[config.mk]
export PLATFORM = sky130hd
export DESIGN_NAME = tcw_cursor
export DESIGN_NICKNAME = d
export VERILOG_FILES = /design/src/rtl/tcw_pkg.sv /design/src/rtl/tcw_cursor.sv
export SDC_FILE = /design/constraint.sdc
export NUM_CORES = 1
export LEC_CHECK = 0
export ABC_AREA = 1
export BUFFER_PORTS_ARGS = -buffer_cell sky130_fd_sc_hd__buf_2
export CAP_MARGIN = 20
export CORE_MARGIN = 2
export CORE_UTILIZATION = 54
export DETAILED_ROUTE_END_ITERATION = 12
export PLACE_DENSITY_LB_ADDON = 0.3
export SETUP_SLACK_MARGIN = 0.02
export SYNTH_ARGS = -nofsm -noshare
export SYNTH_HDL_FRONTEND = slang
export SYNTH_SLANG_ARGS = --single-unit
[constraint.sdc]
create_clock -name vclk -period 7.1
set_clock_uncertainty 0.1 [all_clocks]
set_input_delay 2.13 -clock vclk [all_inputs]
set_output_delay 2.13 -clock vclk [all_outputs]
set_load 0.1 [all_outputs]
[src/rtl/tcw_pkg.sv]
// ----------------------------------------------------------------------------
// tcw_pkg
// Types and constants of the text console writer: command codes, control
// characters, reset attribute and the packed input and result words.
// ----------------------------------------------------------------------------
`default_nettype none

package tcw_pkg;

  // Default screen geometry.
  localparam int COLUMNS_DEF = 80;
  localparam int ROWS_DEF    = 25;

  // One cell holds the attribute byte over the glyph byte.
  localparam int CELL_W = 16;

  // Command codes.
  localparam logic [1:0] CMD_PUT   = 2'd0;
  localparam logic [1:0] CMD_READ  = 2'd1;
  localparam logic [1:0] CMD_CLEAR = 2'd2;

  // Characters with a control meaning, and the blank glyph.
  localparam logic [7:0] CH_NEWLINE   = 8'h0A;
  localparam logic [7:0] CH_BACKSPACE = 8'h08;
  localparam logic [7:0] CH_TAB       = 8'h09;
  localparam logic [7:0] CH_SPACE     = 8'h20;

  // Attribute after reset.
  localparam logic [7:0] ATTR_RESET = 8'h07;

  // Command word.
  typedef struct packed {
    logic [1:0] cmd;
    logic [7:0] char_code;
    logic [4:0] read_row;
    logic [6:0] read_col;
  } in_word_t;

  // Result word.
  typedef struct packed {
    logic [6:0] cursor_col;
    logic [4:0] cursor_row;
    logic [7:0] cell_char;
    logic [7:0] cell_attr;
  } out_word_t;

  // Actions that one put step asks of the controller.
  typedef struct packed {
    logic wr_en;
    logic wr_blank;
    logic scroll;
  } put_flags_t;

endpackage

`default_nettype wire

[src/rtl/tcw_cursor.sv]
// ----------------------------------------------------------------------------
// tcw_cursor
// Cursor step of a put command: decodes the byte, gives the next cursor
// position, the cell write it causes and whether the screen must scroll.
// ----------------------------------------------------------------------------
`default_nettype none

module tcw_cursor #(
  parameter int COLUMNS = tcw_pkg::COLUMNS_DEF,
  parameter int ROWS    = tcw_pkg::ROWS_DEF
) (
  input  wire logic [$clog2(COLUMNS)-1:0] col,
  input  wire logic [$clog2(ROWS)-1:0]    row,
  input  wire logic [7:0]                 char_code,
  output tcw_pkg::put_flags_t             flags,
  output logic [$clog2(COLUMNS)-1:0]      wr_col,
  output logic [$clog2(COLUMNS)-1:0]      next_col,
  output logic [$clog2(ROWS)-1:0]         next_row
);

  import tcw_pkg::*;

  localparam int COL_W = $clog2(COLUMNS);
  localparam int ROW_W = $clog2(ROWS);

  logic [COL_W:0] col_inc;
  logic [COL_W:0] col_tab;
  logic           wrap;

  // Candidate columns for a printed byte and for a tab stop.
  assign col_inc = {1'b0, col} + (COL_W+1)'(1);
  assign col_tab = ({1'b0, col} + (COL_W+1)'(4)) & ~(COL_W+1)'(3);

  // Byte decode, then the line advance it causes.
  always_comb begin
    flags    = '0;
    wr_col   = col;
    next_col = col;
    next_row = row;
    wrap     = 1'b0;
    case (char_code)
      CH_NEWLINE: begin
        next_col = '0;
        wrap     = 1'b1;
      end
      CH_BACKSPACE: begin
        if (col != '0) begin
          next_col       = col - COL_W'(1);
          wr_col         = col - COL_W'(1);
          flags.wr_en    = 1'b1;
          flags.wr_blank = 1'b1;
        end
      end
      CH_TAB: begin
        if (col_tab >= (COL_W+1)'(COLUMNS)) begin
          next_col = '0;
          wrap     = 1'b1;
        end else begin
          next_col = col_tab[COL_W-1:0];
        end
      end
      default: begin
        flags.wr_en = 1'b1;
        if (col_inc >= (COL_W+1)'(COLUMNS)) begin
          next_col = '0;
          wrap     = 1'b1;
        end else begin
          next_col = col_inc[COL_W-1:0];
        end
      end
    endcase

    // Line advance; past the last row the cursor stays and the screen scrolls.
    if (wrap) begin
      if (row == ROW_W'(ROWS - 1)) begin
        flags.scroll = 1'b1;
      end else begin
        next_row = row + ROW_W'(1);
      end
    end
  end

endmodule

`default_nettype wire

==> impl_results.md, run 1 <==
- Area of the mapped netlist: 922 um2
- Placer Congestion: 0.936
- Initial DRC Count: 56
- Final Max Slew Viols: 0
- Crit Path Class: input port to output pin
- Vias per cell: 5.77
- TNS Setup: 0 ns
- Post-synthesis sequential area ratio: 0
- Die height: 45.3 um
- Origin of the worst setup path: col[2]
- I/O pin cnt: 42
- Post-CTS setup buffer count: 0
- Peak supply drop: 0.0712 mV
- Final global-route overflow total: 0
- Status: complete, no violations
- Post-Syn Instances: 162
- Max-cap violations: 0
- CTS resizes: 0
- RSZ-0062 raised after global routing: no
- Final wirelength: 2430 um
- Synth area leader: nand3_1
- Count leader, synth: nand2_1
- Req. time, crit path: 4.87 ns
- DRC violations left: 0
- # nets final: 230
- Ys Warns: 0
- Synth cell types: 29
- Vias in the first global route: 998
- # rows: 14
- Slew HR: 0.678
- GR Util All Layers: 0.249
- Top cells by count, synth: nand2_1 (35), nand3_1 (28), inv_1 (20)
- Nature of the critical path endpoint: output pin
- Largest net degree at the start of global routing: 12
- Die footprint: 2050 um2
- Fmax achieved: 162 MHz
- Hpwl dp: 2080 um
- Worst Hold Class: input port to output pin
- Worst Tran Pin Value: 0.486 ns
- Hold Crit Start: row[3]
- Reg area: 0 um2
- Core Region: 1560 um2
- Hold depth: 4
- Cts hold-fix bufs: 0
- Period utilisation layout: 0.869
- Lkg Pwr: 0.615 nW
- Arr. time, crit path: 3.94 ns
- Post-synth top area share: 0.152
- Initial antenna violation count: 0
- Layout cells sized above 1: 0.328
- # clk buffers: 0
- Synth-to-layout area growth: 22.8%
- Vias: 1,253
- Chip Width: 45.3 um
- Hold Vio Cnt, Final: 0
- First-pass GRT wire length: 4020 um
- Starting Density: 0.591
- DRT antenna net count: 0
- DRT Pass-1 Iters: 4
- Final setup violation count: 0
- Synth Net Count: 189
- Number of port buffers: 42
- Power per cell area: 109 nW/um2
- Final sequential cell count: 0
- DR WL/cell: 11.2 um
- Synth Area per Inst: 5.69 um2
- # diodes: 0
- Area contributors post-synth: nand3_1 (15%), nand2_1 (14%), ha_1 (9.5%)
- Post-route minimum period: 6.17 ns
- Worst-path fanout max: 9
- CP startpoint kind: input port
- Fin util: 0.726
==> layout make-up <==
type                       count  area [um2]
fill                         152         427
timing repair buffer          42         210
inverter                      24        92.6
tap                           16        20.0
multi-input combinational    135         810
==> cell usage in the layout, fill, tap and decap left out, drive strengths merged <==
| master | instances |
|---|---|
| a21boi | 1 |
| a21oi | 3 |
| a31oi | 1 |
| buf | 42 |
| ha | 7 |
| inv | 24 |
| nand2 | 40 |
| nand3 | 34 |
| nand4 | 10 |
| nor2 | 14 |
| nor3 | 4 |
| o21ai | 13 |
| o22ai | 1 |
| or2 | 1 |
| xnor2 | 2 |
| xor2 | 4 |
==> path summary, 6_finish.rpt <==
kind	slack (ns)	to
worst max-delay path	0.93	next_row[0]
worst min-delay path	4.65	next_row[3]
==> report_power, final <==
part | internal, mW | switching, mW | total, mW
clock | 0 | 0 | 0
sequential | 0 | 0 | 0
combinational | 0.0232 | 0.100 | 0.123
total | 0.0232 | 0.100 | 0.123
==> through the flow <==
stage	setup slack [ns]	instance area (um2)	hold WS (ns)	power (mW)	instances
5_1_grt	0.806	1130	4.67	0.130	217
6_report	0.934	1130	4.65	0.123	217
3_3_place_gp	1.01	1130	4.64	0.122	217
4_1_cts	0.962	1130	4.65	0.123	217
2_1_floorplan	0.361	922	4.42	0.102	162
3_5_place_dp	0.968	1130	4.65	0.123	217
==> critical path, cell delays in order <==
cell and delay, ns:
buf_2 0.17, ha_1 0.30, nand2_1 0.08, nand2_1 0.06, nand2_1 0.07, inv_1 0.06, nand3_1 0.11, nand2_2 0.15
nand3_4 0.15, nand2_4 0.14, nand2_1 0.06, nand2_1 0.05, buf_2 0.41
==> layer usage <==
metal,vias to the layer above,part of all wire,global-route usage
met5,-,0,0
met4,0,0,0.0118
met3,0,0.080,0.00400
met2,63,0.48,0.426
met1,564,0.44,0.365
li1,626,-,-
==> cell families (layout without fill, tap and decap cells) <==
family | count (synthesis) | count (layout) | synth area share
adder cells (fa/ha/maj) | 7 | 7 | 0.0950
AND/OR/NAND/NOR | 103 | 103 | 0.613
AO/OA/AOI/OAI | 19 | 19 | 0.113
XOR/XNOR | 6 | 6 | 0.0570
buffers and inverters | 27 | 66 | 0.122
No activity file was read; power rests on OpenSTA's default activity.
==> run 2, diff against run 1 <==
Settings changed: PLACE_DENSITY set to 0.94, PLACE_DENSITY_LB_ADDON 0.3 to not set.
==> run 2 against run 1 <==
  * Utilization unchanged
  * Design area did not move
  * Maximum frequency fell by 0.22%
==> impl_results.md, run 2 (same netlist as run 1, synthesis figures left out) <==
- Status: complete, no violations
- CTS resizes: 0
- TNS Setup: 0 ns
- Core Region: 1560 um2
- Vias per cell: 5.65
- First-pass GRT wire length: 4370 um
- CP startpoint kind: input port
- Largest net degree at the start of global routing: 12
- DRC violations left: 0
- Synth-to-layout area growth: 22.8%
- Overall power: 0.124 mW
- Req. time, crit path: 4.87 ns
- CP max-delay cell: buf_2
- Final setup violation count: 0
- Fin worst setup slack: 0.920 ns
- Max-cap violations: 0
- Final sequential cell count: 0
- Filler cell count: 136
- Die footprint: 2050 um2
- Cts hold-fix bufs: 0
- Worst Hold Class: input port to output pin
- RSZ-0062 raised after global routing: no
- Footprint of the multi-input gates: 810 um2
- # clk buffers: 0
- Die height: 45.3 um
- Crit-path cells: buf_2 -> ha_1 -> nand2_1 -> nand2_1 -> nand2_1 -> inv_1 -> nand3_1 -> nand2_2 -> nand3_4 -> nand2_4 -> nand2_1 -> nand2_1 -> buf_2
- CP dominant cell by count: nand2_1
- Period utilisation layout: 0.870
- DR WL/cell: 11.6 um
- Post-route insts no fill: 217
- Vias in the first global route: 1,057
- Fin util: 0.726
- DRT antenna net count: 0
- Met2 Track Usage GR: 0.469
- Final Max Slew Viols: 0
- Worst slack at placement: 0.962 ns
- GR Util All Layers: 0.268
- Fmax achieved: 162 MHz
- Post-CTS setup buffer count: 0
- Commonest non-fill, non-tap cell in the layout: buf_2
- Hpwl dp: 2110 um
- Chip Width: 45.3 um
- M1 GR Usage: 0.375
- Initial antenna violation count: 0
- Crit Path Class: input port to output pin
- Starting Density: 0.591
- Slew HR: 0.673
- Delay of the slowest cell on the worst path: 0.41 ns
- # rows: 14
- Worst Tran Pin Value: 0.486 ns
- Initial DRC Count: 40
- # diodes: 0
- Lkg Pwr: 0.615 nW
- Arr. time, crit path: 3.95 ns
- Most frequent cells in the layout: buf_2 (42), nand2_1 (35), nand3_1 (28)
- Busiest layer in global routing: met2
- Final wirelength: 2510 um
- Post-route minimum period: 6.18 ns
- Worst-path fanout max: 9
- Number of port buffers: 42
- Vias: 1,227
- DRT Pass-1 Iters: 4
- Peak supply drop: 0.0787 mV
- Power per cell area: 110 nW/um2
- Nature of the critical path endpoint: output pin
- Hold Vio Cnt, Final: 0
- Final global-route overflow total: 0
- Layout cells sized above 1: 0.328
- Placer Congestion: 1.07
- I/O pin cnt: 42
- Dpl cells: 217
- # nets final: 230
- Met3 GRT Util: 0.00400
- Reg area: 0 um2
==> run 2: cell counts in the layout (fill, tap and decap cells not counted) <==
No cell type changed its count.
==> run 2: path summary, 6_finish.rpt <==
| kind | start | end | slack, ns | cells past startpoint |
|---|---|---|---|---|
| worst max-delay path | col[2] | next_row[2] | 0.92 | 13 |
| worst min-delay path | row[3] | next_row[3] | 4.65 | 4 |
==> run 2: area by class of cell <==
class | count | share of cell area
multi-input cells | 135 | 0.715
repair buffers | 42 | 0.186
inverters | 24 | 0.0818
well taps | 16 | 0.0177
==> run 2: metal layers <==
layer	part of all wire	routed length (um)	vias up
li1	-	-	626
met1	0.43	1080	542
met2	0.47	1180	53
met3	0.082	205	6
met4	0.017	43	0
met5	0	0	-
==> run 2: stage by stage <==
stage | area (um2) | hold slack (ns)
2_1_floorplan | 922 | 4.42
3_3_place_gp | 1130 | 4.65
3_5_place_dp | 1130 | 4.65
4_1_cts | 1130 | 4.65
5_1_grt | 1130 | 4.67
6_report | 1130 | 4.65
==> run 2: report_power, final <==
part / switching (mW) / internal (mW) / leakage [nW] / total (mW)
clock: 0 / 0 / 0 / 0
combinational: 0.101 / 0.0233 / 0.615 / 0.124
sequential: 0 / 0 / 0 / 0
total: 0.101 / 0.0233 / 0.615 / 0.124
==> run 2: critical path: cells and delay by family <==
family                   cells  cell delay, ns
adder cells (fa/ha/maj)      1            0.30
buffers and inverters        3            0.64
AND/OR/NAND/NOR              9            0.87
